`config.mk`:
```
export PLATFORM = sky130hd
export DESIGN_NAME = mbe_front
export DESIGN_NICKNAME = d
export VERILOG_FILES = /design/src/mbe_pkg.sv /design/src/mbe_front.sv
export SDC_FILE = /design/constraint.sdc
export NUM_CORES = 2
export LEC_CHECK = 0
export BUFFER_PORTS_ARGS = -buffer_cell sky130_fd_sc_hd__buf_2
export CAP_MARGIN = 30
export CORE_UTILIZATION = 50
export CTS_CLUSTER_SIZE = 20
export DETAILED_ROUTE_END_ITERATION = 12
export PLACE_DENSITY = 0.77
export SLEW_MARGIN = 20
export SYNTH_ARGS = -nofsm -noshare
export SYNTH_HDL_FRONTEND = slang
export SYNTH_SLANG_ARGS = --single-unit
```
`constraint.sdc`:
```
create_clock -name clk_i -period 7.6 [get_ports clk_i]
set_input_delay 0.76 -clock clk_i [delete_from_list [all_inputs] [get_ports clk_i]]
set_output_delay 0.76 -clock clk_i [all_outputs]
set_load 0.05 [all_outputs]
```
`src/mbe_pkg.sv`:
```
package mbe_pkg;

  // fixed field widths
  localparam int unsigned WORD_W     = 32;
  localparam int unsigned STEP_W     = 31;
  localparam int unsigned CNT_W      = 16;
  localparam int unsigned PIX_W      = 12;
  localparam int unsigned OFS_W      = 16;
  localparam int unsigned CFG_IDX_W  = 3;
  localparam int unsigned CFG_DATA_W = 32;

  // arithmetic defaults
  localparam int unsigned FRAC_BITS_DEF  = 28;
  localparam int unsigned ESCAPE_MAG_SQ  = 4;
  localparam int unsigned ITER_BITS      = 16;
  localparam logic [CNT_W-1:0] ITER_MASK =
    (ITER_BITS >= CNT_W) ? {CNT_W{1'b1}} : CNT_W'((1 << ITER_BITS) - 1);

  // depth of the queue between front and back
  localparam int unsigned QUEUE_DEPTH = 2;

  // front stage product: 18 bit signed coordinate times 32 bit signed step
  localparam int unsigned PROD_W = 50;

  // register indexes
  typedef enum logic [CFG_IDX_W-1:0] {
    CFG_MIN_REAL  = 3'd0,
    CFG_MIN_IMAG  = 3'd1,
    CFG_STEP_REAL = 3'd2,
    CFG_STEP_IMAG = 3'd3,
    CFG_MAX_ITER  = 3'd4,
    CFG_OFFSET_X  = 3'd5,
    CFG_OFFSET_Y  = 3'd6
  } cfg_idx_e;

  typedef struct packed {
    logic signed [WORD_W-1:0] min_real;
    logic signed [WORD_W-1:0] min_imag;
    logic        [STEP_W-1:0] step_real;
    logic        [STEP_W-1:0] step_imag;
    logic        [CNT_W-1:0]  iter_limit;
    logic signed [OFS_W-1:0]  offset_x;
    logic signed [OFS_W-1:0]  offset_y;
  } cfg_t;

  typedef struct packed {
    logic [PIX_W-1:0] pixel_x;
    logic [PIX_W-1:0] pixel_y;
  } pixel_t;

  typedef struct packed {
    logic [CNT_W-1:0]         iteration_count;
    logic                     escaped;
    logic signed [WORD_W-1:0] final_real;
    logic signed [WORD_W-1:0] final_imag;
  } result_t;

  // point c handed from front to back
  typedef struct packed {
    logic signed [WORD_W-1:0] c_real;
    logic signed [WORD_W-1:0] c_imag;
  } point_t;

  typedef enum logic [1:0] {
    ITER_IDLE,
    ITER_MUL,
    ITER_UPD,
    ITER_DONE
  } iter_state_e;

  // clamp a wide signed value to the signed 32 bit range
  function automatic logic signed [WORD_W-1:0] sat_word(input logic signed [65:0] v);
    logic signed [65:0] hi;
    logic signed [65:0] lo;
    hi = 66'sh0_7FFF_FFFF;
    lo = -66'sh0_8000_0000;
    if (v > hi) begin
      return 32'sh7FFF_FFFF;
    end else if (v < lo) begin
      return 32'sh8000_0000;
    end
    return v[WORD_W-1:0];
  endfunction

endpackage

```
`src/mbe_front.sv`:
```
module mbe_front
  import mbe_pkg::*;
(
  input  logic   clk_i,
  input  logic   rst_ni,
  input  cfg_t   cfg_i,
  input  logic   in_valid_i,
  output logic   in_ready_o,
  input  pixel_t in_data_i,
  output logic   pt_valid_o,
  input  logic   pt_ready_i,
  output point_t pt_o
);

  logic                     s1_v_q, s1_v_d;
  logic                     s2_v_q, s2_v_d;
  logic signed [PROD_W-1:0] prod_r_q, prod_i_q;
  point_t                   pt_q;
  logic signed [17:0]       sum_x, sum_y;
  logic signed [PROD_W-1:0] prod_r_d, prod_i_d;
  logic                     s2_free, s1_adv, in_acc;

  // pipeline flow control
  assign s2_free    = !s2_v_q || pt_ready_i;
  assign s1_adv     = s1_v_q && s2_free;
  assign in_ready_o = !s1_v_q || s2_free;
  assign in_acc     = in_valid_i && in_ready_o;
  assign s1_v_d     = in_acc || (s1_v_q && !s2_free);
  assign s2_v_d     = s1_adv || (s2_v_q && !pt_ready_i);

  // panned coordinate times step
  assign sum_x    = $signed({6'b0, in_data_i.pixel_x}) + 18'(cfg_i.offset_x);
  assign sum_y    = $signed({6'b0, in_data_i.pixel_y}) + 18'(cfg_i.offset_y);
  assign prod_r_d = sum_x * $signed({1'b0, cfg_i.step_real});
  assign prod_i_d = sum_y * $signed({1'b0, cfg_i.step_imag});

  always_ff @(posedge clk_i or negedge rst_ni) begin
    if (!rst_ni) begin
      s1_v_q <= 1'b0;
      s2_v_q <= 1'b0;
    end else begin
      s1_v_q <= s1_v_d;
      s2_v_q <= s2_v_d;
    end
  end

  // stage one: products, stage two: add view origin and clamp
  always_ff @(posedge clk_i) begin
    if (in_acc) begin
      prod_r_q <= prod_r_d;
      prod_i_q <= prod_i_d;
    end
    if (s1_adv) begin
      pt_q.c_real <= sat_word(66'(prod_r_q) + 66'(cfg_i.min_real));
      pt_q.c_imag <= sat_word(66'(prod_i_q) + 66'(cfg_i.min_imag));
    end
  end

  assign pt_valid_o = s2_v_q;
  assign pt_o       = pt_q;

endmodule

```
After elaboration in Yosys (flattened, before gate mapping)
Index checks and enable logic that the tools add are counted.
Widths: inputs -> output; s select.
- add/sub/neg operators: 4
- multiply operators: 2
- divide/modulo/power cells: 0
- order comparisons: 4
- eq/ne operators: 0
- shifts and indexed selects: 0
- muxes and demuxes: 12
- bitwise logic cells: 0
- reduce and logical (&&, ||, !) cells: 12
- operator list (cell ; count):
    $mux 32 ; 6
    $add 49x32->50 ; 2
    $gt 50x32->1 const B ; 2
    $lt 50x32->1 const B ; 2
    $mul 17x32->49 ; 2
    $add 13x16->17 ; 2
    $mux 1 ; 6
    $logic_and 1x1->1 ; 4
    $logic_not 1->1 ; 4
    $logic_or 1x1->1 ; 4
- register bits: 164
- latch bits: 0
- memory bits (writable): 0
- memory bits (read-only): 0
- bits of input ports: 202
- output and inout port bits: 66
- memories kept: 0

Depth between registers and ports, before layout
- depth after elaboration: 6
- gate-level depth with buffers: 39
- mapped depth without buffers: 38

Worst setup path after synthesis
Ideal clock, no wire load.
- path type: input-to-reg
- start point: input cfg_i[0] (netlist bit)
- end point: register prod_i_q[48] (netlist name)
- library setup time: 0.260 ns
- arrival: 9.051 ns
- slack: -1.711 ns
- stages on the path: 36
- cells stage by stage: ha_1 > inv_1 > fa_1 > nor2b_1 > o21ai_0 > a21boi_0 > o21ai_0 > a21boi_0 > o21ai_0 > a21boi_0 > o31ai_1 > a211oi_1 > xor2_1 > clkbuf_1 > nand2_1 > fa_1 > fa_1 > inv_1 > fa_1 > fa_1 > fa_1 > inv_1 > fa_1 > inv_1 > ha_1 > a221o_1 > a31oi_1 > o21ai_0 > a311oi_1 > o31ai_1 > o211a_1 > o31a_1 > o41a_1 > a221o_1 > a21oi_1 > xnor2_1
- longest elaborated chain between the ends: 2
- ends and longest elaborated chain (element ; line ; source):
    start, declared ; mbe_front.sv:6 ; input cfg_t cfg_i,
    $add 13x16->17 ; mbe_front.sv:33 ; assign sum_y = $signed({6'b0, in_data_i.pixel_y}) + 18'(cfg_i.offset_y);
    $mul 17x32->49 ; mbe_front.sv:35 ; assign prod_i_d = sum_y * $signed({1'b0, cfg_i.step_imag});
    via prod_i_d[48] ; mbe_front.sv:20 ; logic signed [PROD_W-1:0] prod_r_d, prod_i_d;
The timed path passes the listed nets, and every way through them passes these cells.
A chain may end at the register's enable or synchronous reset.

Worst setup path in the final report
- start point: input cfg_i[16] (netlist bit)
- end point: register prod_r_q[44], data pin
- longest elaborated chain between the ends: 2
- ends and longest elaborated chain (element ; line ; source):
    $add 13x16->17 ; mbe_front.sv:32 ; assign sum_x = $signed({6'b0, in_data_i.pixel_x}) + 18'(cfg_i.offset_x);
    $mul 17x32->49 ; mbe_front.sv:34 ; assign prod_r_d = sum_x * $signed({1'b0, cfg_i.step_real});
    via prod_r_d[44] ; mbe_front.sv:20 ;
    end signal, assigned ; mbe_front.sv:50 ; prod_r_q <= prod_r_d;
    end, declared ; mbe_front.sv:17 ; logic signed [PROD_W-1:0] prod_r_q, prod_i_q;
The timed path passes the listed nets, and every way through them passes these cells.

==> run summary <==
Outcome = complete, but fails checks
Failing checks = setup timing
Slew @ Worst Pin = 866 ps
Final setup viols = 59
Port Buffers = 251
Design Area, Final = 58300 µm²
DRC violations left = 0
Worst Setup SP = cfg_i[16]
Drt total wl = 141000 µm
Final Cycle Share = 118%
Initial core utilization = 50.7%
Fraction of synthesis flops using an asynchronous set or reset pin = 1.22%
Rel. slew slack = 42.3%
Die width = 316 µm
Fmax = 112 MHz
Top cell type's share of synthesized area = 35.5%
Die H = 316 µm
CTS tree = done
Post-synthesis sequential area ratio = 9.98%
Clock root buffer master = clkbuf_16
Routability Congestion = 0.965
H-Tree Depth = 4
Vias post-DR = 42.8k
DR WL/cell = 18.8 µm
Setup CP Type = in -> reg
Worst Hold Class = in -> async
Yosys cell types = 90
Most used cell, CP = inv_2
Post-DP HPWL = 115000 µm
Die area = 99700 µm²
Req. time, crit path = 7800 ps
Drt first-iter violations = 3751
Final Slew Violations = 0
Clock Tree Buf Depth = 2
Layout cells sized above 1 = 19.8%
Total GRT Usage = 28.1%
Vias in the first global route = 43.6k
Worst r2r src = prod_r_q[1]
Post-Syn Nets = 7202
First-pass GRT wire length = 225000 µm
Number of synthesized flops with an enable pin = 162
Yosys warning total = 0
Area grow syn2layout = 18.4%
Seq cells post-synth = 164
Worst-path maximum fanout = 3
Largest net degree at the start of global routing = 69
Reg2reg path depth = 13
RSZ-0062 raised after global routing = yes
Clock buffer count from CTS = 17
Worst-Skew Late Latency = 470 ps
Row cnt = 114
Layout net count = 7738
Placed cell area = 55700 µm²
CP Launch Type = primary input
Hold Buf Count CTS = 0
Worst Path Arrival = 9140 ps
Post-layout min period = 8940 ps
Area leader, netlist = fa_1
Antenna violations before repair = 5
Cell Area, Synth = 49200 µm²
Final hold violations = 0
Clk_skew = 15.0 ps
Avg Cell Area, Syn = 8.65 µm²
Core region area = 97100 µm²
Post-Syn Instances = 5694
Max cap viols = 0
Final ANT Viol Nets = 0
CTS Sinks = 164
Mean number of vias per cell = 5.68
Io pins = 268
Setup ws final = -1340 ps
Top post-synthesis cells by area = fa_1 (35%), ha_1 (11%), edfxtp_1 (9.9%), inv_1 (8.6%), nand2_1 (5.5%)
Dominant synthesized flop cell = edfxtp_1
Max incr delay on CP = 590 ps
1st-pass router iterations = 6
Clock transition at path regs = 70 ps
Slowest CP cell = fa_2
Critical Path End Type = flip-flop
Grt ovf = 0
synthesized netlist by cell type (49+ instances only):
cell type / instances
a21oi_1: 187
a21o_1: 94
nor2_1: 229
o21ai_1: 49
nand4_1: 51
nor2b_1: 57
edfxtp_1: 162
and2_1: 289
ha_1: 434
nand3_1: 117
o21ai_0: 139
xnor2_1: 118
nand2_1: 724
a31oi_1: 57
clkbuf_1: 286
inv_1: 1134
fa_1: 872
xor2_1: 64
repair_timing:
item / 4_1_cts / 5_1_grt
pin swaps: 75 / 128
setup endpoints to repair: 62 / 66
gates cloned: 4 / 0
buffers inserted: 68 / 37
resized for setup: 194 / 125
routing by layer:
layer,part of all wire [%],global-route usage [%]
met4,4.0,10.6
met5,0.0092,0
met1,40,36.8
met2,49,48.0
met3,7.3,3.14
kinds of logic after synthesis:
| logic type | share of synthesized area, % |
|---|---|
| compound gates | 12.2 |
| simple gates | 16.7 |
| xor+xnor | 3.24 |
| fa+ha+maj | 46.5 |
| mux | 0.102 |
| flops | 9.98 |
| buf+inv | 11.2 |
layout make-up:
| type | instances | area, µm² |
|---|---|---|
| sequential | 164 | 4910 |
| inverter | 1134 | 4260 |
| fill | 7923 | 38900 |
| timing repair buffer | 836 | 6440 |
| tap | 1276 | 1600 |
| antenna | 5 | 12.5 |
| clock buffer | 18 | 429 |
| multi-input combinational | 4077 | 40500 |
| clock inverter | 14 | 126 |
layout by cell type (no fill, tap or decap), drive strengths merged, types with 8 or more instances in the layout:
cell type,instances
nor4,8
nand4,51
a211oi,19
fa,872
a311oi,35
nand3b,10
o211ai,15
o21bai,21
nand2b,40
a21boi,39
nor2,229
ha,434
and2,289
o21ai,219
clkbuf,18
o21a,40
nand4b,24
buf,836
a2111oi,9
a211o,9
edfxtp,162
a21oi,189
a21bo,11
nor4b,30
a31oi,57
nand3,117
or3,11
nor3,31
o311ai,36
or2,24
nand2,724
and3,32
inv,1138
xor2,64
o31a,9
o31ai,10
a21o,94
nor2b,57
a311o,12
xnor2,118
worst max-delay path: cells and delay by family:
| kind | cells | cell delay [ps] |
|---|---|---|
| adders and majority gates | 9 | 3790 |
| AOI/OAI and AO/OA | 10 | 1860 |
| and+or+nand+nor | 8 | 1210 |
| buffers and inverters | 13 | 1180 |
| xor gates and xnor gates | 2 | 330 |
path summary, 6_finish.rpt:
kind / end / slack, ps
hold reg to reg: pt_valid_o / 510
setup / recovery: prod_r_q[44] / -1340
setup reg to reg: pt_o[56] / 2910
max in group asynchronous: pt_valid_o / 7430
hold / removal: s1_v_q / 70
min in group clk_i: pt_valid_o / 510
through the flow:
stage / hold slack (ps) / instances / util, % / setup slack [ps] / TNS, ps
floorplan: 449 / 5694 / - / -1020 / -14600
global placement: 467 / 7401 / 57.3 / -1750 / -59550
detailed placement: 497 / 7402 / 57.3 / -1940 / -73000
CTS: 48.5 / 7502 / 59.3 / -1130 / -29860
global route: 59.8 / 7522 / 60.0 / -1580 / -54290
finish: 73.8 / 7524 / 60.0 / -1340 / -36800
registers in the layout (all words and copies together) (netlist names):
register    cells
prod_i_q       49
s1_v_q          1
pt_o           64
prod_r_q       49
pt_valid_o      1
Power is left out: the tool's default activity adds up to more than one toggle a clock period on the data nets, which glitch-free logic cannot reach.
