**src/mbe_pkg.sv**
```systemverilog
package mbe_pkg;

  // fixed field widths
  localparam int unsigned WORD_W     = 32;
  localparam int unsigned STEP_W     = 31;
  localparam int unsigned CNT_W      = 16;
  localparam int unsigned PIX_W      = 12;
  localparam int unsigned OFS_W      = 16;
  localparam int unsigned CFG_IDX_W  = 3;
  localparam int unsigned CFG_DATA_W = 32;

  // arithmetic defaults
  localparam int unsigned FRAC_BITS_DEF  = 28;
  localparam int unsigned ESCAPE_MAG_SQ  = 4;
  localparam int unsigned ITER_BITS      = 16;
  localparam logic [CNT_W-1:0] ITER_MASK =
    (ITER_BITS >= CNT_W) ? {CNT_W{1'b1}} : CNT_W'((1 << ITER_BITS) - 1);

  // depth of the queue between front and back
  localparam int unsigned QUEUE_DEPTH = 2;

  // front stage product: 18 bit signed coordinate times 32 bit signed step
  localparam int unsigned PROD_W = 50;

  // register indexes
  typedef enum logic [CFG_IDX_W-1:0] {
    CFG_MIN_REAL  = 3'd0,
    CFG_MIN_IMAG  = 3'd1,
    CFG_STEP_REAL = 3'd2,
    CFG_STEP_IMAG = 3'd3,
    CFG_MAX_ITER  = 3'd4,
    CFG_OFFSET_X  = 3'd5,
    CFG_OFFSET_Y  = 3'd6
  } cfg_idx_e;

  typedef struct packed {
    logic signed [WORD_W-1:0] min_real;
    logic signed [WORD_W-1:0] min_imag;
    logic        [STEP_W-1:0] step_real;
    logic        [STEP_W-1:0] step_imag;
    logic        [CNT_W-1:0]  iter_limit;
    logic signed [OFS_W-1:0]  offset_x;
    logic signed [OFS_W-1:0]  offset_y;
  } cfg_t;

  typedef struct packed {
    logic [PIX_W-1:0] pixel_x;
    logic [PIX_W-1:0] pixel_y;
  } pixel_t;

  typedef struct packed {
    logic [CNT_W-1:0]         iteration_count;
    logic                     escaped;
    logic signed [WORD_W-1:0] final_real;
    logic signed [WORD_W-1:0] final_imag;
  } result_t;

  // point c handed from front to back
  typedef struct packed {
    logic signed [WORD_W-1:0] c_real;
    logic signed [WORD_W-1:0] c_imag;
  } point_t;

  typedef enum logic [1:0] {
    ITER_IDLE,
    ITER_MUL,
    ITER_UPD,
    ITER_DONE
  } iter_state_e;

  // clamp a wide signed value to the signed 32 bit range
  function automatic logic signed [WORD_W-1:0] sat_word(input logic signed [65:0] v);
    logic signed [65:0] hi;
    logic signed [65:0] lo;
    hi = 66'sh0_7FFF_FFFF;
    lo = -66'sh0_8000_0000;
    if (v > hi) begin
      return 32'sh7FFF_FFFF;
    end else if (v < lo) begin
      return 32'sh8000_0000;
    end
    return v[WORD_W-1:0];
  endfunction

endpackage

```
**src/mbe_fifo.sv**
```systemverilog
module mbe_fifo
  import mbe_pkg::*;
(
  input  logic   clk_i,
  input  logic   rst_ni,
  input  logic   push_valid_i,
  output logic   push_ready_o,
  input  point_t push_data_i,
  output logic   pop_valid_o,
  input  logic   pop_ready_i,
  output point_t pop_data_o
);

  localparam int unsigned PTR_W = (QUEUE_DEPTH > 1) ? $clog2(QUEUE_DEPTH) : 1;
  localparam int unsigned CNT_QW = $clog2(QUEUE_DEPTH + 1);

  point_t              mem_q [QUEUE_DEPTH];
  logic [PTR_W-1:0]    wr_ptr_q, wr_ptr_d, rd_ptr_q, rd_ptr_d;
  logic [CNT_QW-1:0]   count_q, count_d;
  logic                push, pop;

  assign push_ready_o = (count_q != CNT_QW'(QUEUE_DEPTH));
  assign pop_valid_o  = (count_q != '0);
  assign push         = push_valid_i && push_ready_o;
  assign pop          = pop_valid_o && pop_ready_i;
  assign pop_data_o   = mem_q[rd_ptr_q];

  // pointer and fill bookkeeping
  always_comb begin
    wr_ptr_d = wr_ptr_q;
    rd_ptr_d = rd_ptr_q;
    count_d  = count_q;
    if (push) begin
      wr_ptr_d = (wr_ptr_q == PTR_W'(QUEUE_DEPTH - 1)) ? '0 : wr_ptr_q + 1'b1;
    end
    if (pop) begin
      rd_ptr_d = (rd_ptr_q == PTR_W'(QUEUE_DEPTH - 1)) ? '0 : rd_ptr_q + 1'b1;
    end
    if (push && !pop) begin
      count_d = count_q + 1'b1;
    end else if (pop && !push) begin
      count_d = count_q - 1'b1;
    end
  end

  always_ff @(posedge clk_i or negedge rst_ni) begin
    if (!rst_ni) begin
      wr_ptr_q <= '0;
      rd_ptr_q <= '0;
      count_q  <= '0;
    end else begin
      wr_ptr_q <= wr_ptr_d;
      rd_ptr_q <= rd_ptr_d;
      count_q  <= count_d;
    end
  end

  // entry storage
  always_ff @(posedge clk_i) begin
    if (push) begin
      mem_q[wr_ptr_q] <= push_data_i;
    end
  end

  // fill level stays within the depth
  a_count_bound: assert property (@(posedge clk_i) disable iff (!rst_ni)
    count_q <= CNT_QW'(QUEUE_DEPTH))
    else $error("queue fill level above depth");

endmodule

```
**config.mk**
```make
export PLATFORM = sky130hd
export DESIGN_NAME = mbe_fifo
export DESIGN_NICKNAME = d
export VERILOG_FILES = /design/src/mbe_pkg.sv /design/src/mbe_fifo.sv
export SDC_FILE = /design/constraint.sdc
export NUM_CORES = 1
export LEC_CHECK = 0
export ABC_AREA = 1
export BUFFER_PORTS_ARGS = -buffer_cell sky130_fd_sc_hd__buf_2
export CAP_MARGIN = 20
export CELL_PAD_IN_SITES_DETAIL_PLACEMENT = 0
export CELL_PAD_IN_SITES_GLOBAL_PLACEMENT = 1
export CORE_UTILIZATION = 39
export CTS_BUF_LIST = sky130_fd_sc_hd__clkbuf_4 sky130_fd_sc_hd__clkbuf_8
export CTS_CLUSTER_SIZE = 10
export DETAILED_ROUTE_END_ITERATION = 7
export PLACE_DENSITY_LB_ADDON = 0.25
export SLEW_MARGIN = 10
export SYNTH_ARGS = -nofsm -noshare
export SYNTH_HDL_FRONTEND = slang
export SYNTH_SLANG_ARGS = --single-unit
```
**constraint.sdc**
```tcl
create_clock -name clk_i -period 3.8 [get_ports clk_i]
set_input_delay 0.38 -clock clk_i [delete_from_list [all_inputs] [get_ports clk_i]]
set_output_delay 0.38 -clock clk_i [all_outputs]
set_load 0.02 [all_outputs]
```
# == Word-level counts from Yosys, hierarchy flattened ==
# Memory sizes are Yosys's and may differ from the RTL's.
# Cells that the tools add are included.
# totals
ff_bits,4
mem_bits_rw,128
out_inout_bits,66
word_cells,23
mem_count,1
# classes
add_sub_neg,4
n_eq_ne,1
n_mux,6
reduce_logical,8
# mem_list
memory,words,word_bits,rd,rd_clocked_by_memory_dff,wr,line_no,source
mem_q,2,64,1,0,1,mbe_fifo.sv:17,point_t mem_q [QUEUE_DEPTH];
# op_table
operator,n
logical AND 1 bit,4
2-to-1 mux 1 bit,4
2-to-1 mux 2 bit,2
nonzero test 2 bit,2
"adder 1 bit, second input constant",2
"adder 2 x 1 -> 2 bit, second input constant",1
zero test 1 bit,2
"inequality test 2 bit, second input constant",1
"subtractor 2 x 1 -> 2 bit, second input constant",1

# == Longest topological paths before layout ==
# Gate-level depths: netlist (run 1).
# depth
word_depth,6
ltp_mapped,10
depth_no_buf,10

# == Least setup slack after synthesis (run 1) ==
# No wires, ideal clock.
# synth_timing
path_kind,flip-flop to flip-flop
from,reg count_q[0]
to,mem mem_q[0][0] in the netlist's numbering (enable)
setup_time_ns,0.486
t_arrival_ns,3.441
slack_ns,-0.128
path_stages_with_launch,5
path_cell_list,dfrtp_1 inv_1 nand2_1 nand2_1 nor2_1
# synth_via
elab_chain_len,4
# synth_lines
item,line_no,source
start: declaration,mbe_fifo.sv:19,"logic [CNT_QW-1:0] count_q, count_d;"
start signal: assignment,mbe_fifo.sv:54,count_q <= count_d;
inequality test 2 bit,mbe_fifo.sv:22,assign push_ready_o = (count_q != CNT_QW'(QUEUE_DEPTH));
named net push_ready_o,mbe_fifo.sv:7,"output logic push_ready_o,"
logical AND 1 bit,mbe_fifo.sv:24,assign push = push_valid_i && push_ready_o;
2-to-1 mux 1 bit,mbe_fifo.sv:60,if (push) begin
2-to-1 mux 1 bit (not written as such),mbe_fifo.sv:61,mem_q[wr_ptr_q] <= push_data_i;
end: declaration,mbe_fifo.sv:17,
# The timed path passes the listed nets, and every way through them passes these cells.

==> results of run 1 <==
metrics by stage:
stage | power, uW | cells | hold WS (ps) | TNS [ps] | setup WS (ps)
floorplan | 3320 | 363 | 84.4 | -16370 | -128
global placement | 3890 | 653 | 193 | 0 | 1740
detailed placement | 3940 | 654 | 195 | 0 | 1710
CTS | 4880 | 686 | 96.6 | 0 | 1440
global route | 5120 | 686 | 97.2 | 0 | 1340
finish | 4800 | 687 | 138 | 0 | 1520
where the power goes:
group          switching (uW)  internal, uW  total [uW]
registers                78.1          1990        2070
logic                    1280           515        1800
clock network             475           456         931
sequential cells by signal, indices dropped and copies added (netlist names):
name and flops:
mem_q 128, count_q 2, rd_ptr_q 1, wr_ptr_q 1
layout make-up:
| type | count | area, sq um | share of cell area |
|---|---|---|---|
| clock inverter | 10 | 42.5 | 0.00702 |
| sequential | 132 | 3950 | 0.651 |
| multi-input combinational | 210 | 827 | 0.136 |
| inverter | 7 | 26.3 | 0.00434 |
| tap | 168 | 210 | 0.0347 |
| antenna | 1 | 2.50 | 0.000413 |
| timing repair buffer | 138 | 743 | 0.123 |
| clock buffer | 21 | 264 | 0.0436 |
layout by cell type (no fill, tap or decap), drive strengths merged:
cell / instances
nand2: 202
xor2: 1
nand3: 2
xnor2: 1
inv: 7
diode: 1
edfxtp: 128
buf: 137
clkinv: 10
dfrtp: 4
clkbuf: 21
dlygate4sd3: 1
nand4: 1
nor2: 2
ha: 1
path summary, 6_finish.rpt:
check                                start              to  depth (start not counted)
max reg2reg                     count_q[0]    mem_q[1][63]                          5
max                               rd_ptr_q  pop_data_o[41]                          5
max in group asynchronous           rst_ni        rd_ptr_q                          2
min in group asynchronous           rst_ni      count_q[1]                          2
min                        push_data_i[19]    mem_q[1][19]                          1
min reg2reg                     count_q[0]      count_q[0]                          1
kinds of logic (layout without fill, tap and decap cells):
group | after synthesis | in the layout | synth area share
XOR/XNOR | 2 | 2 | 0.00360
adder cells (fa/ha/maj) | 1 | 1 | 0.00257
buffers and inverters | 21 | 176 | 0.0239
flip-flops | 132 | 132 | 0.809
other | 0 | 1 | 0
AND/OR/NAND/NOR | 207 | 207 | 0.161
routing by layer:
metal / vias to the layer above / GRT usage / part of all wire
met5: - / 0 / 0
met4: 0 / 0.0814 / 0.021
met3: 18 / 0.0685 / 0.086
met2: 98 / 0.239 / 0.45
met1: 1362 / 0.182 / 0.44
li1: 1503 / - / -
==> summary.md, run 1 <==
| Metric | Value |
|---|---|
| Chip height | `114 um` |
| Slowest-stage cell, CP | `inv_2` |
| Area contributors post-synth | `edfxtp_1 79%, nand2_1 16%, dfrtp_1 2.1%` |
| Final worst path period need | `2280 ps` |
| Critical Path AT | `1900 ps` |
| Post-synth EDFFs | `128` |
| Lkg Pwr | `0.00262 uW` |
| Cells after Synth | `363` |
| GP Congestion | `0.771` |
| Root buffer cell | `clkbuf_8` |
| Area Growth Syn to Fin | `24.4%` |
| Number of clock sinks | `132` |
| Post-DR vias/cell | `4.34` |
| Period utilization | `0.600` |
| RSZ-0062 raised after global routing | `no` |
| PD cells | `792 nW/um^2` |
| R2R Setup Slk | `1750 ps` |
| Crit-path max FO | `34` |
| Tot GR Track Use | `0.154` |
| Run status | `finished, final reports clean` |
| Distinct cells, synth | `13` |
| Peak VDD IR | `0.000383 V` |
| Max-cap violations | `0` |
| Hold WC Path Type | `primary input to flop` |
| Worst-Skew Late Latency | `430 ps` |
| Remaining Overflow, GRT | `0` |
| Initial core utilization | `0.402` |
| Drt first pass iters | `4` |
| Clock skew | `6.66 ps` |
| Antenna-violating nets left | `0` |
| Hpwl dp | `5630 um` |
| Synth async-reset ratio | `0.0303` |
| Max clock buf depth | `2` |
| CTS tree | `yes` |
| Num CTS Buffers | `17` |
| Layout fillers | `1131` |
| Die ar. | `12900 sq um` |
| Row count | `40` |
| Via Count | `2981` |
| Synthesized net count | `432` |
| Residual DRC | `0` |
| Slew of the pin with the lowest slew margin | `844 ps` |
| Fmax | `0.439 GHz` |
| Drt wl/cell | `13.4 um` |
| Worst rel slew slack | `0.436` |
| Top-area cell type share of the netlist area | `0.789` |
| Largest net degree at the start of global routing | `66` |
| Share of cells above drive strength 1 | `0.320` |
| Core area | `12100 sq um` |
| CTS Hold Buffers Added | `1` |
| CTS clk-pin slew, worst paths | `70 ps` |
| Top-count cell post-synth | `nand2_1` |
| Htree depth | `4` |
| Avg Inst Size Synth | `13.4 sq um` |
| Crit end category | `output pin` |
| Max Slew Vio Count | `0` |
| Placed Area | `5740 sq um` |
| Register bit total from synthesis | `132` |
| Final net count | `575` |
| # Post-CTS Setup Buffers | `0` |
| Initial antenna violation count | `1` |
| Final Cell Area | `6060 sq um` |
| Buffers on Ports | `133` |
| Largest delay contributor family on the critical path | `buffers and inverters` |
| Final core utilization | `0.500` |
| CP Buf/Inv Count | `3` |
| Number of global-route vias before repair | `2945` |
| Slowest stage delay, CP | `460 ps` |
| Critical path class | `flop to output pin` |
| Final setup viols | `0` |
| Mapped Area | `4870 sq um` |
| CP cell instances | `inv_2 -> buf_12 -> nand2_1 -> nand2_1 -> buf_2` |
| Hold Vio Cnt, Final | `0` |
| Synth warn | `0` |
| First-pass GRT wire length | `14500 um` |
| Routed WL | `9210 um` |
| Post-synth top cells | `202 x nand2_1, 128 x edfxtp_1, 8 x buf_4` |
| Sequential area share after synthesis | `0.809` |
| Largest area contributor in the netlist | `edfxtp_1` |
| Initial drt markers | `112` |
| Data required time of the critical path | `3420 ps` |
| # IOs | `134` |
| # resized after CTS | `0` |
| Top FF cell, synth | `edfxtp_1` |
| Die X-Extent | `114 um` |
| Cell mode on critical path | `nand2_1` |
| Worst Setup Start Kind | `flop` |
(Power assumes the default switching activity.)
==> inputs of run 2 (changes only) <==
--- a/config.mk
+++ b/config.mk
@@ -5,12 +5,12 @@
 export SDC_FILE = /design/constraint.sdc
 export NUM_CORES = 1
 export LEC_CHECK = 0
-export ABC_AREA = 1
+export ABC_AREA = 0
 export BUFFER_PORTS_ARGS = -buffer_cell sky130_fd_sc_hd__buf_2
 export CAP_MARGIN = 20
 export CELL_PAD_IN_SITES_DETAIL_PLACEMENT = 0
 export CELL_PAD_IN_SITES_GLOBAL_PLACEMENT = 1
-export CORE_UTILIZATION = 39
+export CORE_UTILIZATION = 42
 export CTS_BUF_LIST = sky130_fd_sc_hd__clkbuf_4 sky130_fd_sc_hd__clkbuf_8
 export CTS_CLUSTER_SIZE = 10
 export DETAILED_ROUTE_END_ITERATION = 7
==> constraint.sdc (replaced) <==
create_clock -name clk_i -period 1.95 [get_ports clk_i]
set_input_delay 0.195 -clock clk_i [delete_from_list [all_inputs] [get_ports clk_i]]
set_output_delay 0.195 -clock clk_i [all_outputs]
set_load 0.02 [all_outputs]
==> run 2 against run 1 <==
The run now ends with DRC left. Hold slack worse by 45 ps. Via count is 9.0% lower. Register-to-register slack worse by 1400 ps. Flip-flop and latch count stayed put. Global-route usage is 0.11 points lower. Sequential power is 98% higher. Area after synthesis is 3.0% higher. Critical path type unchanged. Largest cell class unchanged. Largest power group unchanged. Highest routed layer unchanged.
==> summary.md, run 2 <==
| Metric | Value |
|---|---|
| # resized after CTS | `0` |
| Final net count | `507` |
| Core area | `11500 sq um` |
| Lkg Pwr | `0.00283 uW` |
| Clock share of power | `0.221` |
| # IOs | `134` |
| Routed WL | `9060 um` |
| Num CTS Buffers | `17` |
| Top-count cell post-synth | `edfxtp_1` |
| Cells after Synth | `217` |
| GP Congestion | `0.664` |
| Worst-Skew Late Latency | `420 ps` |
| Layout fillers | `879` |
| Data required time of the critical path | `1750 ps` |
| Max-cap violations | `0` |
| Crit end category | `output pin` |
| Initial antenna violation count | `0` |
| Critical path class | `flop to output pin` |
| Top Registers | `mem_q: 128 flops, count_q: 2 flops` |
| Top-area cell type share of the netlist area | `0.766` |
| Antenna-violating nets left | `0` |
| P_int | `6930 uW` |
| PD cells | `1450 nW/um^2` |
| Die X-Extent | `111 um` |
| Critical Path AT | `1660 ps` |
| Post-synth EDFFs | `128` |
| Worst Setup Start Kind | `flop` |
| Distinct cells, synth | `15` |
| Synth async-reset ratio | `0.0303` |
| Failing checks | `DRC` |
| Share of cells above drive strength 1 | `0.543` |
| Most common cell after layout, fill and taps aside | `buf_2` |
| Max Slew Vio Count | `0` |
| Most frequent cells in the layout | `133 x buf_2, 128 x edfxtp_1, 65 x dlygate4sd3_1` |
| Tot GR Track Use | `0.153` |
| Area Growth Syn to Fin | `40.0%` |
| RSZ-0062 raised after global routing | `no` |
| Post-DR vias/cell | `4.57` |
| Area contributors post-synth | `edfxtp_1 77%, mux2_4 15%, mux2_2 3.1%` |
| Hold WC Path Type | `primary input to flop` |
| Run status | `finished with violations` |
| Max clock buf depth | `2` |
| Switching Fraction | `0.318` |
| Post-synth top cells | `128 x edfxtp_1, 50 x mux2_4, 14 x mux2_2` |
| CTS clk-pin slew, worst paths | `70 ps` |
| Logic pwr share | `0.377` |
| Number of clock sinks | `132` |
| Htree depth | `4` |
| Register bit total from synthesis | `132` |
| Hold Vio Cnt, Final | `0` |
| Initial core utilization | `0.436` |
| Hpwl dp | `5600 um` |
| Antenna diodes | `0` |
| Root buffer cell | `clkbuf_8` |
| Buffers on Ports | `133` |
| Period utilization | `0.953` |
| Max reg flops | `128` |
| Clock skew | `11.5 ps` |
| Slew of the pin with the lowest slew margin | `315 ps` |
| Row count | `39` |
| Crit-path max FO | `20` |
| Mapped Area | `5020 sq um` |
| Die ar. | `12400 sq um` |
| Number of global-route vias before repair | `2888` |
| Avg Inst Size Synth | `23.1 sq um` |
| Sequential area share after synthesis | `0.786` |
| Drt first pass iters | `6` |
| Top FF cell, synth | `edfxtp_1` |
| Initial drt markers | `137` |
| Placement Setup Slack | `393 ps` |
| Inst Count DP | `494` |
| Synthesized net count | `286` |
| Peak VDD IR | `0.000587 V` |
| Residual DRC | `22` |
| Worst rel slew slack | `0.790` |
| Via Count | `2714` |
| Chip height | `111 um` |
| Fin cells | `594` |
| First-pass GRT wire length | `14100 um` |
| Fmax | `0.538 GHz` |
| Largest net degree at the start of global routing | `45` |
| Final worst setup slack | `91.6 ps` |
| Final setup viols | `0` |
| Synth warn | `0` |
| CTS tree | `yes` |
| Remaining Overflow, GRT | `0` |
| Largest Register | `mem_q` |
| Net switching power figure | `3230 uW` |
| Largest area contributor in the netlist | `edfxtp_1` |
| Final worst path period need | `1860 ps` |
| Drt wl/cell | `15.2 um` |
| Part of the power in registers | `0.402` |
## run 2: worst paths after layout
check                       startpoint  slack (ps)  depth (start not counted)              to
min in group asynchronous       rst_ni         100                          2        rd_ptr_q
min                        pop_ready_i          90                          3        rd_ptr_q
max reg2reg                 count_q[0]         400                          3    mem_q[1][31]
min reg2reg                 count_q[0]         550                          1      count_q[0]
max                           rd_ptr_q          90                          3  pop_data_o[48]
max in group asynchronous       rst_ni        1710                          2        rd_ptr_q
## run 2: logic make-up (layout without fill, tap and decap cells)
logic type               Yosys count  in the layout  synth area share
buffers and inverters              8            242            0.0152
multiplexers                      64             64             0.181
flip-flops                       132            132             0.786
XOR/XNOR                           5              5           0.00873
adder cells (fa/ha/maj)            1              1           0.00249
AND/OR/NAND/NOR                    7              7           0.00673
## run 2: worst max-delay path, cell delays in order (launching register included)
cell and delay [ps]:
dfrtp_4 510, buf_12 210, mux2_2 350, buf_2 160
## run 2: per-layer routing
| layer | global-route usage | vias to the layer above | wire (um) |
|---|---|---|---|
| met2 | 0.261 | 98 | 4540 |
| met1 | 0.182 | 1311 | 3910 |
| met4 | 0.0622 | 0 | 111 |
| met5 | 0 | - | 0 |
| li1 | - | 1295 | - |
| met3 | 0.0459 | 10 | 495 |
## run 2: power by group through the flow
stage          clock, uW  sequential [uW]  combinational [uW]
6_report            2250             4090                3830
5_1_grt             2410             4150                4070
4_1_cts             2310             4090                3900
3_5_place_dp           0             4200                3690
3_3_place_gp           0             4170                3670
2_1_floorplan          0             4080                2690
## run 2: through the flow
| stage | hold slack [ps] | util | total power, uW | TNS, ps | instance area (sq um) |
|---|---|---|---|---|---|
| after floorplan | -101 | - | 6770 | -4650 | 5040 |
| after global placement | 7.24 | 0.517 | 7840 | 0 | 5960 |
| after detailed placement | 9.04 | 0.517 | 7890 | 0 | 5960 |
| after CTS | 73.2 | 0.610 | 10300 | 0 | 7030 |
| after global routing | 82.5 | 0.610 | 10600 | 0 | 7030 |
| final | 93.3 | 0.610 | 10200 | 0 | 7030 |
## run 2: final cells by class
| cell class | instances | area, sq um | area share |
|---|---|---|---|
| flip-flops and latches | 132 | 3950 | 0.562 |
| clock inverters | 9 | 106 | 0.0151 |
| well taps | 143 | 179 | 0.0255 |
| multi-input cells | 77 | 1030 | 0.146 |
| clock buffers | 23 | 292 | 0.0415 |
| repair buffers | 209 | 1470 | 0.210 |
| inverters | 1 | 3.75 | 0.000534 |
## run 2: repair_timing
item                       CTS  global route
setup endpoints to repair   43             0
setup buffers                3             0
hold buffers                65             0
hold endpoints to repair   132             0
==> inputs of run 3 (changes only) <==
--- a/config.mk
+++ b/config.mk
@@ -11,7 +11,7 @@
 export CELL_PAD_IN_SITES_DETAIL_PLACEMENT = 0
 export CELL_PAD_IN_SITES_GLOBAL_PLACEMENT = 1
 export CORE_UTILIZATION = 42
-export CTS_BUF_LIST = sky130_fd_sc_hd__clkbuf_4 sky130_fd_sc_hd__clkbuf_8
+export CTS_BUF_LIST = sky130_fd_sc_hd__clkbuf_8
 export CTS_CLUSTER_SIZE = 10
 export DETAILED_ROUTE_END_ITERATION = 7
 export PLACE_DENSITY_LB_ADDON = 0.25
==> run 3 against run 2 <==
Clock skew is essentially flat. Cell area decreased by 0.21%. Register-to-register slack about the same. Critical endpoint unchanged. Sequential power is essentially flat. Final cell count did not move. Die area stayed put. The run still ends with DRC left. Critical path depth stayed put. Via count fell by 0.29%. Setup slack improved by 2.3 ps. Highest routed layer unchanged.
==> summary.md, run 3 (synthesized netlist as in run 2, its figures left out) <==
| Metric | Value |
|---|---|
| Tot GR Track Use | `0.155` |
| Area Growth Syn to Fin | `39.7%` |
| Largest Register | `mem_q` |
| Placement Setup Slack | `393 ps` |
| Fmax | `0.539 GHz` |
| Clock skew | `11.3 ps` |
| Multi-input gate area | `1030 sq um` |
| Number of clock sinks | `132` |
| Htree depth | `4` |
| Antenna-violating nets left | `0` |
| Critical path class | `flop to output pin` |
| Crit-path max FO | `20` |
| Most frequent cells in the layout | `133 x buf_2, 128 x edfxtp_1, 65 x dlygate4sd3_1` |
| Worst-Skew Late Latency | `420 ps` |
| Final worst setup slack | `93.9 ps` |
| Hold path start | `pop_ready_i` |
| Buffers on Ports | `133` |
| Drt wl/cell | `15.2 um` |
| Via Count | `2706` |
| Max Slew Vio Count | `0` |
| Hold Vio Cnt, Final | `0` |
| Inst Count DP | `494` |
| # IOs | `134` |
| Worst R2R Start | `count_q[0]` |
| CTS tree | `yes` |
| Hold WC Path Type | `primary input to flop` |
| Logic pwr share | `0.380` |
| Chip height | `111 um` |
| Run status | `finished with violations` |
| Root buffer cell | `clkbuf_8` |
| Max-cap violations | `0` |
| RSZ-0062 raised after global routing | `no` |
| Hold WS | `94.8 ps` |
| Initial drt markers | `127` |
| Num CTS Buffers | `17` |
| Period utilization | `0.952` |
| Max clock buf depth | `2` |
| R2R Setup Slk | `400 ps` |
| RR Endpoint | `mem_q[1][61]` |
| GP Congestion | `0.664` |
| Worst rel slew slack | `0.792` |
| Die X-Extent | `111 um` |
| Layout fillers | `879` |
| Slew of the pin with the lowest slew margin | `312 ps` |
| Worst Setup Start Kind | `flop` |
| Routed WL | `9020 um` |
| Largest net degree at the start of global routing | `45` |
| Critical Path AT | `1660 ps` |
| Peak VDD IR | `0.000589 V` |
| Residual DRC | `22` |
| Max reg flops | `128` |
| P_int | `6860 uW` |
| Lkg Pwr | `0.00283 uW` |
| Die ar. | `12400 sq um` |
| PD cells | `1440 nW/um^2` |
| Switching Fraction | `0.320` |
| Drt first pass iters | `6` |
| Net switching power figure | `3230 uW` |
| Top Registers | `mem_q: 128 flops, count_q: 2 flops` |
| Final core utilization | `0.609` |
| Final setup TNS | `0 ps` |
| Antenna diodes | `0` |
| Storage cell area | `3950 sq um` |
| Row count | `39` |
| Share of cells above drive strength 1 | `0.534` |
| First-pass GRT wire length | `14200 um` |
| Worst Hold Depth | `3` |
| Fin cells | `594` |
| Failing checks | `DRC` |
| Remaining Overflow, GRT | `0` |
| Data required time of the critical path | `1750 ps` |
| R2R depth | `3` |
| Part of the power in registers | `0.405` |
| Initial antenna violation count | `0` |
| CTS clk-pin slew, worst paths | `70 ps` |
| Hold endpoint | `rd_ptr_q` |
| Initial core utilization | `0.436` |
| Final net count | `507` |
| Hpwl dp | `5600 um` |
| Final setup viols | `0` |
| Post-DR vias/cell | `4.56` |
| Final worst path period need | `1860 ps` |
| Crit end category | `output pin` |
| Clock share of power | `0.215` |
| Core area | `11500 sq um` |
| Number of global-route vias before repair | `2893` |
| Most common cell after layout, fill and taps aside | `buf_2` |
run 3: cell count changes in the layout (fill, tap and decap cells not counted):
cell and delta:
inv_1 +4, clkbuf_4 -4
run 3: how the worst max path moves through the flow:
stage | start | to | slack, ps
after floorplan | count_q[0] | mem_q[0][0] | -70
after detailed placement | count_q[0] | mem_q[1][51] | 390
after CTS | rd_ptr_q | pop_data_o[43] | 50
final | rd_ptr_q | pop_data_o[48] | 90
after global routing | rd_ptr_q | pop_data_o[43] | 10
after global placement | rd_ptr_q | pop_data_o[48] | 410
run 3: worst max-delay path: stages, from the launching register on:
cell	delay (ps)
dfrtp_4	510
buf_12	210
mux2_2	350
buf_2	160
run 3: power groups by stage:
| stage | logic (uW) | registers [uW] | clock network (uW) |
|---|---|---|---|
| 6_report | 3830 | 4090 | 2170 |
| 5_1_grt | 4070 | 4150 | 2340 |
| 4_1_cts | 3900 | 4090 | 2240 |
| 3_5_place_dp | 3690 | 4200 | 0 |
| 3_3_place_gp | 3670 | 4170 | 0 |
| 2_1_floorplan | 2690 | 4080 | 0 |
run 3: what timing repair did:
action,in CTS,in global routing
endpoints found under the setup margin,44,0
hold buffers,65,0
hold endpoints to repair,132,0
buffers inserted,3,0
resized for setup,0,0
run 3: metrics by stage:
step           power, uW  instance area (sq um)
4_1_cts            10200                   7010
6_report           10100                   7010
2_1_floorplan       6770                   5040
5_1_grt            10600                   7010
3_3_place_gp        7840                   5960
3_5_place_dp        7890                   5960
run 3: area by class of cell:
type | count | share of cell area
flip-flops and latches | 132 | 0.563
repair buffers | 209 | 0.210
multi-input cells | 77 | 0.146
well taps | 143 | 0.0255
clock inverters | 13 | 0.0173
clock buffers | 19 | 0.0373
inverters | 1 | 0.000535
run 3: metal layers:
| layer | track usage | vias up | part of all wire |
|---|---|---|---|
| met4 | 0.0676 | 0 | 0.014 |
| met5 | 0 | - | 0 |
| li1 | - | 1293 | - |
| met1 | 0.183 | 1308 | 0.43 |
| met2 | 0.262 | 94 | 0.51 |
| met3 | 0.0476 | 11 | 0.054 |
